==> src/sv/spbe_pkg.sv <==
`timescale 1ns / 1ps
// Shared types and constants of the sensor packet buffer.
// Used by spbe_ctrl, spbe_dp and sensor_packet_buffer_energy; depends on nothing.
package spbe_pkg;

	localparam int DEPTH     = 8;
	localparam int PTR_W     = (DEPTH > 1) ? $clog2(DEPTH) : 1;
	localparam int CNT_W     = $clog2(DEPTH + 1);
	localparam int ID_W      = 16;
	localparam int TEMP_W    = 6;
	localparam int HUM_W     = 7;
	localparam int ENTRY_W   = ID_W + TEMP_W + HUM_W;
	localparam int DIST_W    = 8;
	localparam int ENERGY_W  = 20;
	localparam int COST_W    = 2 * DIST_W + 1;
	localparam int CFG_IDX_W = 1;

	localparam logic [COST_W-1:0]   COST_BASE      = COST_W'(5);
	localparam logic [DIST_W-1:0]   DIST_RESET     = DIST_W'(10);
	localparam logic [ENERGY_W-1:0] ENERGY_RESET   = ENERGY_W'(100000);
	localparam logic [PTR_W-1:0]    PTR_LAST       = PTR_W'(DEPTH - 1);
	localparam logic [CNT_W-1:0]    FILL_FULL      = CNT_W'(DEPTH);

	localparam logic [CFG_IDX_W-1:0] CFG_LINK_DISTANCE = CFG_IDX_W'(0);
	localparam logic [CFG_IDX_W-1:0] CFG_START_ENERGY  = CFG_IDX_W'(1);

	typedef enum logic [2:0] {
		EV_ADDED     = 3'd0,
		EV_DROPPED   = 3'd1,
		EV_SENT      = 3'd2,
		EV_NOT_SENT  = 3'd3,
		EV_EMPTY     = 3'd4,
		EV_FLUSHED   = 3'd5
	} event_t;

	// Command word from the controller to the datapath
	typedef struct packed {
		logic capture;   // register the request beat
		logic fetch;     // read head entry, form transmit cost
		logic exec;      // update ring, pointers and energy total
		logic load;      // load the result register
	} cmd_t;

	function automatic logic [PTR_W-1:0] next_slot(input logic [PTR_W-1:0] p);
		next_slot = (p == PTR_LAST) ? '0 : p + PTR_W'(1);
	endfunction

endpackage

==> src/sv/spbe_ctrl.sv <==
`timescale 1ns / 1ps
// Controller of the sensor packet buffer: sequences one request at a time.
// Depends on spbe_pkg.
module spbe_ctrl (
	input  logic           clk,
	input  logic           arst_n,
	input  logic           in_valid,
	output logic           in_ready,
	input  logic           out_ready,
	output logic           out_valid,
	output spbe_pkg::cmd_t cmd
);

	typedef enum logic [1:0] {
		S_IDLE,
		S_FETCH,
		S_EXEC,
		S_RESP
	} state_t;

	state_t state_q;
	logic   out_valid_q;
	logic   load;

	assign load      = (state_q == S_RESP) && (!out_valid_q || out_ready);
	assign in_ready  = (state_q == S_IDLE);
	assign out_valid = out_valid_q;

	always_comb begin
		cmd.capture = (state_q == S_IDLE) && in_valid;
		cmd.fetch   = (state_q == S_FETCH);
		cmd.exec    = (state_q == S_EXEC);
		cmd.load    = load;
	end

	always_ff @(posedge clk or negedge arst_n) begin
		if (!arst_n) begin
			state_q     <= S_IDLE;
			out_valid_q <= 1'b0;
		end else begin
			unique case (state_q)
				S_IDLE: begin
					if (in_valid) state_q <= S_FETCH;
				end
				S_FETCH: state_q <= S_EXEC;
				S_EXEC:  state_q <= S_RESP;
				S_RESP: begin
					// hold until the result register is free
					if (load) state_q <= S_IDLE;
				end
				default: state_q <= S_IDLE;
			endcase
			if (load) begin
				out_valid_q <= 1'b1;
			end else if (out_ready) begin
				out_valid_q <= 1'b0;
			end
		end
	end

endmodule

==> src/sv/spbe_dp.sv <==
`timescale 1ns / 1ps
// Datapath of the sensor packet buffer: packet ring, pointers, energy total,
// configuration registers and result register. Depends on spbe_pkg.
module spbe_dp (
	input  logic                               clk,
	input  logic                               arst_n,
	input  spbe_pkg::cmd_t                     cmd,
	input  logic                               cfg_we,
	input  logic [spbe_pkg::CFG_IDX_W-1:0]     cfg_index,
	input  logic [spbe_pkg::ENERGY_W-1:0]      cfg_data,
	input  logic [1:0]                         op,
	input  logic [spbe_pkg::ID_W-1:0]          packet_id,
	input  logic [spbe_pkg::TEMP_W-1:0]        temperature,
	input  logic [spbe_pkg::HUM_W-1:0]         humidity,
	input  logic                               send_granted,
	output logic [2:0]                         event_res,
	output logic [spbe_pkg::ID_W-1:0]          dropped_id,
	output logic [spbe_pkg::ID_W-1:0]          sent_id,
	output logic [spbe_pkg::TEMP_W-1:0]        sent_temperature,
	output logic [spbe_pkg::HUM_W-1:0]         sent_humidity,
	output logic [spbe_pkg::CNT_W-1:0]         fill_level,
	output logic [spbe_pkg::ENERGY_W-1:0]      energy_left
);

	// Request registers
	logic [1:0]                      op_q;
	logic [spbe_pkg::ENTRY_W-1:0]    wr_entry_q;
	logic                            grant_q;

	// Ring and its control
	logic [spbe_pkg::ENTRY_W-1:0]    mem [spbe_pkg::DEPTH];
	logic [spbe_pkg::PTR_W-1:0]      head_q;
	logic [spbe_pkg::PTR_W-1:0]      tail_q;
	logic [spbe_pkg::CNT_W-1:0]      fill_q;
	logic [spbe_pkg::ENERGY_W-1:0]   used_q;

	// Configuration
	logic [spbe_pkg::DIST_W-1:0]     dist_q;
	logic [spbe_pkg::ENERGY_W-1:0]   start_q;

	// Fetch stage
	logic [spbe_pkg::ENTRY_W-1:0]    rd_s1;
	logic [spbe_pkg::COST_W-1:0]     cost_s1;

	// Execute stage
	spbe_pkg::event_t                ev_s2;

	logic                            wr_en;
	logic [spbe_pkg::ENERGY_W:0]     used_sum;
	logic [spbe_pkg::ENERGY_W-1:0]   left_val;
	logic                            is_sent;
	logic                            is_drop;

	assign used_sum = {1'b0, used_q} + (spbe_pkg::ENERGY_W + 1)'(cost_s1);
	assign left_val = (start_q > used_q) ? (start_q - used_q) : '0;
	assign wr_en    = cmd.exec && !op_q[1] && !op_q[0];
	assign is_sent  = (ev_s2 == spbe_pkg::EV_SENT);
	assign is_drop  = (ev_s2 == spbe_pkg::EV_DROPPED);

	always_ff @(posedge clk) begin
		if (cmd.capture) begin
			op_q       <= op;
			wr_entry_q <= {packet_id, temperature, humidity};
			grant_q    <= send_granted;
		end
		if (cmd.fetch) begin
			rd_s1   <= mem[head_q];
			cost_s1 <= spbe_pkg::COST_W'(dist_q) * spbe_pkg::COST_W'(dist_q)
				+ spbe_pkg::COST_BASE;
		end
		if (wr_en) begin
			mem[tail_q] <= wr_entry_q;
		end
	end

	always_ff @(posedge clk or negedge arst_n) begin
		if (!arst_n) begin
			head_q  <= '0;
			tail_q  <= '0;
			fill_q  <= '0;
			used_q  <= '0;
			dist_q  <= spbe_pkg::DIST_RESET;
			start_q <= spbe_pkg::ENERGY_RESET;
			ev_s2   <= spbe_pkg::EV_ADDED;
		end else begin
			if (cfg_we) begin
				unique case (cfg_index)
					spbe_pkg::CFG_LINK_DISTANCE: dist_q  <= cfg_data[spbe_pkg::DIST_W-1:0];
					spbe_pkg::CFG_START_ENERGY:  start_q <= cfg_data;
					default: ;
				endcase
			end
			if (cmd.exec) begin
				priority if (op_q[1]) begin
					head_q <= '0;
					tail_q <= '0;
					fill_q <= '0;
					ev_s2  <= spbe_pkg::EV_FLUSHED;
				end else if (op_q[0]) begin
					priority if (fill_q == '0) begin
						ev_s2 <= spbe_pkg::EV_EMPTY;
					end else if (!grant_q) begin
						ev_s2 <= spbe_pkg::EV_NOT_SENT;
					end else begin
						head_q <= spbe_pkg::next_slot(head_q);
						fill_q <= fill_q - spbe_pkg::CNT_W'(1);
						used_q <= used_sum[spbe_pkg::ENERGY_W] ? '1
							: used_sum[spbe_pkg::ENERGY_W-1:0];
						ev_s2  <= spbe_pkg::EV_SENT;
					end
				end else begin
					tail_q <= spbe_pkg::next_slot(tail_q);
					if (fill_q == spbe_pkg::FILL_FULL) begin
						// drop oldest, count stays at full
						head_q <= spbe_pkg::next_slot(head_q);
						ev_s2  <= spbe_pkg::EV_DROPPED;
					end else begin
						fill_q <= fill_q + spbe_pkg::CNT_W'(1);
						ev_s2  <= spbe_pkg::EV_ADDED;
					end
				end
			end
		end
	end

	// Result register
	always_ff @(posedge clk) begin
		if (cmd.load) begin
			event_res        <= ev_s2;
			dropped_id       <= is_drop ? rd_s1[spbe_pkg::ENTRY_W-1 -: spbe_pkg::ID_W] : '0;
			sent_id          <= is_sent ? rd_s1[spbe_pkg::ENTRY_W-1 -: spbe_pkg::ID_W] : '0;
			sent_temperature <= is_sent
				? rd_s1[spbe_pkg::HUM_W +: spbe_pkg::TEMP_W] : '0;
			sent_humidity    <= is_sent ? rd_s1[spbe_pkg::HUM_W-1:0] : '0;
			fill_level       <= fill_q;
			energy_left      <= left_val;
		end
	end

endmodule

==> src/sv/sensor_packet_buffer_energy.sv <==
`timescale 1ns / 1ps
// Sensor packet buffer with radio energy accounting: ring of DEPTH packets
// that drops the oldest on a full enqueue and charges 5 + distance^2 per send.
// Result beat: registered on leaving respond, after fetch and execute. A new
// request is taken only after the last leaves respond, set by the fetch/execute/
// respond sequence of the controller around the single ring read port.
// Reset: pointers, fill count and energy total clear; link_distance 10,
// start_energy 100000. Ring contents undefined until written; no clearing pass.
module sensor_packet_buffer_energy (
	input  logic                               clk,
	input  logic                               arst_n,
	// request channel
	input  logic                               in_valid,
	output logic                               in_ready,
	input  logic [1:0]                         op,
	input  logic [spbe_pkg::ID_W-1:0]          packet_id,
	input  logic [spbe_pkg::TEMP_W-1:0]        temperature,
	input  logic [spbe_pkg::HUM_W-1:0]         humidity,
	input  logic                               send_granted,
	// result channel
	output logic                               out_valid,
	input  logic                               out_ready,
	output logic [2:0]                         event_res,
	output logic [spbe_pkg::ID_W-1:0]          dropped_id,
	output logic [spbe_pkg::ID_W-1:0]          sent_id,
	output logic [spbe_pkg::TEMP_W-1:0]        sent_temperature,
	output logic [spbe_pkg::HUM_W-1:0]         sent_humidity,
	output logic [spbe_pkg::CNT_W-1:0]         fill_level,
	output logic [spbe_pkg::ENERGY_W-1:0]      energy_left,
	// configuration write channel
	input  logic                               cfg_valid,
	output logic                               cfg_ready,
	input  logic [spbe_pkg::CFG_IDX_W-1:0]     cfg_index,
	input  logic [spbe_pkg::ENERGY_W-1:0]      cfg_data
);

	spbe_pkg::cmd_t cmd;

	// Configuration beats are always taken and land at once; send them only
	// while no request is in flight.
	assign cfg_ready = 1'b1;

	// Controller: accept a request beat, step it through fetch and execute,
	// then hold in respond until the result register is free. A finished
	// result may sit in the result register while the next beat is taken.
	spbe_ctrl u_ctrl (
		.clk       (clk),
		.arst_n    (arst_n),
		.in_valid  (in_valid),
		.in_ready  (in_ready),
		.out_ready (out_ready),
		.out_valid (out_valid),
		.cmd       (cmd)
	);

	// Datapath: the ring itself, head and tail pointers, fill count,
	// saturating energy total and the result register.
	spbe_dp u_dp (
		.clk              (clk),
		.arst_n           (arst_n),
		.cmd              (cmd),
		.cfg_we           (cfg_valid),
		.cfg_index        (cfg_index),
		.cfg_data         (cfg_data),
		.op               (op),
		.packet_id        (packet_id),
		.temperature      (temperature),
		.humidity         (humidity),
		.send_granted     (send_granted),
		.event_res        (event_res),
		.dropped_id       (dropped_id),
		.sent_id          (sent_id),
		.sent_temperature (sent_temperature),
		.sent_humidity    (sent_humidity),
		.fill_level       (fill_level),
		.energy_left      (energy_left)
	);

endmodule
==> config.mk <==
export PLATFORM = sky130hd
export DESIGN_NAME = sensor_packet_buffer_energy
export DESIGN_NICKNAME = d
export VERILOG_FILES = /design/src/sv/spbe_pkg.sv /design/src/sv/spbe_ctrl.sv /design/src/sv/spbe_dp.sv /design/src/sv/sensor_packet_buffer_energy.sv
export SDC_FILE = /design/constraint.sdc
export NUM_CORES = 1
export LEC_CHECK = 0
export BUFFER_PORTS_ARGS = -buffer_cell sky130_fd_sc_hd__buf_2
export CAP_MARGIN = 25
export CELL_PAD_IN_SITES_DETAIL_PLACEMENT = 0
export CELL_PAD_IN_SITES_GLOBAL_PLACEMENT = 1
export CORE_ASPECT_RATIO = 1.2
export CORE_UTILIZATION = 45
export DETAILED_ROUTE_END_ITERATION = 8
export PLACE_DENSITY_LB_ADDON = 0.05
export SYNTH_ARGS = -nofsm -noshare
export SYNTH_HDL_FRONTEND = slang
export SYNTH_SLANG_ARGS = --single-unit
export TNS_END_PERCENT = 30
==> constraint.sdc <==
create_clock -name clk -period 4.7 [get_ports clk]
set_input_delay 0.47 -clock clk [delete_from_list [all_inputs] [get_ports clk]]
set_output_delay 0.47 -clock clk [all_outputs]
set_load 0.02 [all_outputs]
# After elaboration in Yosys (flattened, before gate mapping)
# Memories as Yosys holds them, arrays and structs flattened. A register that Yosys moved wholly into a read port is not among the register bits.
# Cells that the tools add are included.
dict set report classes {
  n_shift 0
  n_reduce_logical 19
  addsub 7
  n_div 0
  multipliers 1
  n_mux 27
  n_lt_le_gt_ge 1
  eq_ne 14
  bitwise 3
}
# cell count
set ops {}
lappend ops {{$mux W3} 12}
lappend ops {{$add A20 B17 Y21} 1}
lappend ops {{$gt A20 B20 Y1} 1}
lappend ops {{$mux W20} 1}
lappend ops {{$mux W4} 5}
lappend ops {{$sub A20 B20 Y20} 1}
lappend ops {{$add A16 B3 Y17 const B} 1}
lappend ops {{$mul A8 B8 Y16} 1}
lappend ops {{$pmux W2 S4} 1}
lappend ops {{$reduce_and A2 Y1} 4}
lappend ops {{$reduce_and A4 Y1} 2}
lappend ops {{$add A3 B1 Y3 const B} 2}
lappend ops {{$eq A3 B3 Y1 const B} 2}
lappend ops {{$mux W1} 6}
lappend ops {{$ne A3 B2 Y1 const B} 2}
lappend ops {{$reduce_and A5 Y1} 1}
lappend ops {{$add A4 B1 Y4 const B} 1}
lappend ops {{$eq A2 B2 Y1 const B} 2}
lappend ops {{$eq A4 B4 Y1 const B} 1}
lappend ops {{$logic_and A1 B1 Y1} 4}
lappend ops {{$logic_not A4 Y1} 1}
lappend ops {{$mux W2} 2}
lappend ops {{$ne A2 B1 Y1 const B} 2}
lappend ops {{$sub A4 B1 Y4 const B} 1}
lappend ops {{other kinds (11)} 15}
dict set report totals {
  in_bits 58
  mem_bits_ro 0
  elab_cells 93
  out_inout_bits 75
  memories 1
  latchBits 0
  ff_bits 185
  ram_bits 232
}
# name depth word_bits rd rd_clocked_by_memory_dff wr line_no
set mem_list {}
lappend mem_list {u_dp.mem 8 29 1 1 1 spbe_dp.sv:31} ;# logic [spbe_pkg::ENTRY_W-1:0] mem [spbe_pkg::DEPTH];

# Logic depth before layout (Yosys ltp)
dict set report logic_depth {
  ltp_word 6
  depth_mapped 18
  depth_no_buf 18
}

# Cells and area by module
# From an unflattened synthesis, not the netlist that was laid out.
dict set report unflattened {
  hier_cells 1286
  hier_area_um2 20000.4
}
# mod cells_per_inst area_each_um2 n_inst seq_area_each_um2
set modules_own_cells {}
lappend modules_own_cells {spbe_dp 1265 19776.5 1 13007.5}
lappend modules_own_cells {spbe_ctrl 19 212.7 1 75.1}
lappend modules_own_cells {sensor_packet_buffer_energy 2 11.3 1 0.0}

# Least setup slack after synthesis
# No wires, ideal clock.
dict set report synth_timing {
  path_type {register -> register}
  from {reg u_dp.dist_q[6] (netlist name)}
  to {reg u_dp.cost_s1[14] (netlist name), data pin}
  setup_time_ns 0.135
  synth_period_minus_slack_ns 4.741
  path_stages_with_launch 17
  setup_slack_ns -0.041
  arrival_time_ns 4.606
  required_ns 4.565
  path_buffers 1
  cell_sequence {dfrtp_1 -> clkbuf_1 -> and2_1 -> fa_1 -> fa_1 -> inv_1 -> fa_1 -> fa_1 -> inv_1 -> ha_1 -> a21oi_2 -> o22ai_1 -> o21a_1 -> o21a_1 -> o31a_4 -> or4_1 -> nand3_1}
}
dict set report synth_via {
  elab_chain_cells 2
}
# item line_no
set synth_rtl {}
lappend synth_rtl {{start, declared} spbe_dp.sv:38} ;# logic [spbe_pkg::DIST_W-1:0] dist_q;
lappend synth_rtl {{start signal, assigned} spbe_dp.sv:82} ;# dist_q <= spbe_pkg::DIST_RESET;
lappend synth_rtl {{start signal, assigned} spbe_dp.sv:88} ;# spbe_pkg::CFG_LINK_DISTANCE: dist_q <= cfg_data[spbe_pkg::DIST_W-1:0];
lappend synth_rtl {{$mul A8 B8 Y16} spbe_dp.sv:68} ;# cost_s1 <= spbe_pkg::COST_W'(dist_q) * spbe_pkg::COST_W'(dist_q)
lappend synth_rtl {{$add A16 B3 Y17} spbe_dp.sv:69} ;# + spbe_pkg::COST_BASE;
lappend synth_rtl {{end signal, assigned} spbe_dp.sv:68}
lappend synth_rtl {{end, declared} spbe_dp.sv:43} ;# logic [spbe_pkg::COST_W-1:0] cost_s1;
# Every way passes these cells.
# A chain may end at the register's enable or synchronous reset.

# Worst setup path after layout
dict set report layout_timing {
  from {reg u_dp.dist_q[3] (netlist name)}
  to {reg u_dp.cost_s1[14] (netlist name), data pin}
}
# The elaborated chain is that of the path after synthesis.

==> results.toml <==
[outcome]
outcome = "complete, no violations"

[finish]
antenna_cells = 0
final_common_cell = "edfxtp_1"
seqCellArea_um2 = 13090
layout_common_cells = "382 x edfxtp_1, 131 x buf_2, 87 x inv_1, 74 x ha_1, 61 x and2_1"
drive_gt1_share_pct = 26.47
final_area_um2 = 23100
final_net_count = 1633
syn_to_final_growth_pct = 15.29
fillers = 3669
multi_input_area_um2 = 6558

[clock_network]
post_cts_buffers = 0
clk_latency_ns = 0.58
clockRootBuffer = "clkbuf_16"
cts_buffers = 46
clk_pin_slew_ns = 0.06
cts_tree = "done"
cts_buffer_depth = 3
cts-htree-levels = 2
clkSinkCount = 446

[floorplan]
die_h_um = 233.1
start_util_pct = 45.71
die_area_um2 = 45370
io_pins = 133
core_region_area_um2 = 43830
placementRows = 84
die_w_um = 194.6

[global_route]
antenna_found_initial = 0
grt_max_degree = 61
grt_pass1_vias = 11540
grt_use_total_pct = 19.68
grt_pass1_wl_mm = 66.96
grt-ovfl-total = 0

[route]
via_per_inst = 5.354
drtPass1Iterations = 5
wl_mm = 43.09
ant_nets = 0
drc_errors = 0
first_iter_violations = 464
vias = 11020
avgRoutedWirePerCell_um = 20.93

[yosys]
synthFlopType = "edfxtp_1"
yosys_warnings = 0
synth_cell_types = 69
syn_inst = 1300
syn-num-nets = 1463
ys_ff_latch = 446
avgSynthCellArea_um2 = 15.41
ys_seq_area_share_pct = 65.30
synth_edf_count = 382
synth.cell_area_um2 = 20030
async_flop_share_pct = 14.35

[min_path]
hold_class = "primary input to flop"

[worst_setup_path]
critPathKind = "flop to flop"
critical_path.most_common_cell = "fa_1"
cp_slowest_cell = "dfstp_2"
required_ns = 5.15
worstPathMaxFanout = 5
cp_cell_sequence = "and2_4 -> fa_1 -> fa_1 -> inv_1 -> fa_1 -> fa_1 -> inv_1 -> ha_4 -> a21oi_4 -> o22ai_1 -> o21a_1 -> o21a_1 -> o31a_4 -> or4_4 -> nand3_2"
cpPeakStageDelay_ns = 0.57
setup.worst_path.end_class = "flop"
startpoint_type = "flop"
cp.arrival_ns = 4.99

[timing]
fin_tns_setup_ns = 0
relSlewSlack_pct = 30.79
worst_hold_slack_ns = 0.06662
fmax_mhz = 220.2
setup_viol = 0
rsz0062_at_grt = "true"
fin_crit_sh_pct = 96.62
fin_ws_ns = 0.1587
hold_violations = 0
period_needed_ns = 4.541
fin_worst_skew_ns = 0.01656
drv_slew = 0
worst_pin_slew_ns = 1.037

[pwr]
vdd_ir_drop_max_mv = 0.3303
leakagePower_nw = 8.626
p_per_area_nw_per_um2 = 644.8

[placed_design]
dpl_cell_area_um2 = 21580
gp_congestion = 0.8115
dp_hpwl_mm = 27.28
pre_cts_slack_ns = -0.01280
portBuffers = 131

[flow_run]
drv_cap = 0
where the power goes:
| part | leakage, nW | switching, W | internal (W) |
|---|---|---|---|
| combinational | 3.68 | 0.00303 | 0.00243 |
| sequential | 4.26 | 0.000565 | 0.00535 |
| clock | 0.690 | 0.00150 | 0.00202 |
| total | 8.63 | 0.00509 | 0.00980 |
layout make-up:
| class | instances | area share, % |
|---|---|---|
| sequential | 446 | 56.68 |
| multi-input combinational | 720 | 28.39 |
| clock buffer | 55 | 5.130 |
| timing repair buffer | 166 | 4.247 |
| tap | 559 | 3.028 |
| inverter | 90 | 1.463 |
| clock inverter | 23 | 1.056 |
per-stage QoR:
step | cells | util, % | total power, W
global route | 2059 | 52.70 | 0.01590
floorplan | 1300 | - | 0.009789
detailed placement | 1979 | 49.24 | 0.01145
finish | 2059 | 52.70 | 0.01489
global placement | 1977 | 49.12 | 0.01140
CTS | 2058 | 52.57 | 0.01505
synth_stat cells, types with 6 or more instances:
cell type  number  share of area [%]
dfrtp_1        56                7.0
xnor2_1        31                1.4
nand2b_1        9               0.28
a21o_1         19               0.71
a31oi_1         8               0.25
dfstp_2         8                1.0
a22oi_1         7               0.26
o21a_1          6               0.22
xor2_1         13               0.57
fa_1           27                2.7
mux4_2         58                6.5
o22ai_1         6               0.19
and2_1         66                2.1
edfxtp_1      382                 57
nor3_1         22               0.55
nand4_1         8               0.25
buf_2          10               0.25
o21ai_0        32               0.80
inv_1          90                1.7
a21oi_1        54                1.3
clkbuf_1       30               0.56
nor2_1         65                1.2
nor2b_1        12               0.37
mux2_2         57                3.2
nand3_1        13               0.32
ha_1           78                4.9
nand2_1        60                1.1
critical path: cells and delay by family, from the launching register on:
kind | cells | cell delay, ns
compound gates | 5 | 0.93
fa+ha+maj | 5 | 2.13
buf+inv | 2 | 0.11
flops | 1 | 0.57
simple gates | 3 | 0.66
path summary, 6_finish.rpt:
kind | start | to | slack, ns | depth (start not counted)
min reg2reg | u_dp.start_q[0] | u_dp.start_q[0] | 0.52 | 1
min in group asynchronous | arst_n | u_dp.dist_q[4] | 0.50 | 2
max in group asynchronous | arst_n | u_dp.start_q[9] | 3.17 | 3
min | packet_id[5] | u_dp.wr_entry_q[18] | 0.07 | 1
max | u_dp.dist_q[3] | u_dp.cost_s1[14] | 0.16 | 15
max reg2reg | u_dp.dist_q[3] | u_dp.cost_s1[14] | 0.16 | 15
state kept, by name, summed over array words and instances (netlist names):
register               cells
u_dp.start_q              20
u_dp.sent_temperature      6
u_dp.fill_q                4
u_dp.used_q               20
u_dp.tail_q                3
u_dp.sent_humidity         7
u_dp.rd_s1                29
u_dp.sent_id              16
u_dp.dropped_id           16
u_dp.grant_q               1
u_dp.cost_s1              17
u_dp.mem                 232
u_dp.ev_s2                 3
u_dp.dist_q                8
u_ctrl.out_valid           1
u_dp.fill_level            4
u_ctrl.state_q             2
u_dp.wr_entry_q           29
u_dp.event_res             3
u_dp.head_q                3
u_dp.op_q                  2
u_dp.energy_left          20
cells by family (layout without fill, tap and decap cells):
family                     count (synthesis)  after routing  share of synthesized area (%)
other                                      1              1                        0.01872
adders and majority gates                105            105                          7.569
and+or+nand+nor                          280            280                          7.232
DFF                                      446            446                          65.30
AOI/OAI and AO/OA                        173            173                          5.521
xor gates and xnor gates                  44             44                          1.924
muxes                                    117            117                          9.824
buffers and inverters                    134            334                          2.611
timing repair:
action	in CTS	in global routing
cloned	0	0
gates resized for setup	3	12
hold buffers	1	0
pin swaps	1	11
hold endpoints to repair	24	0
endpoints found under the setup margin	3	4
layer usage:
metal | up-vias | GRT usage (%) | part of all wire (%)
met1 | 5611 | 23.73 | 41
met3 | 52 | 3.162 | 3.3
met5 | - | 0 | 0
met4 | 0 | 5.084 | 1.9
li1 | 5191 | - | -
met2 | 169 | 36.47 | 54
Note: power is estimated with default switching activity, not from simulation.
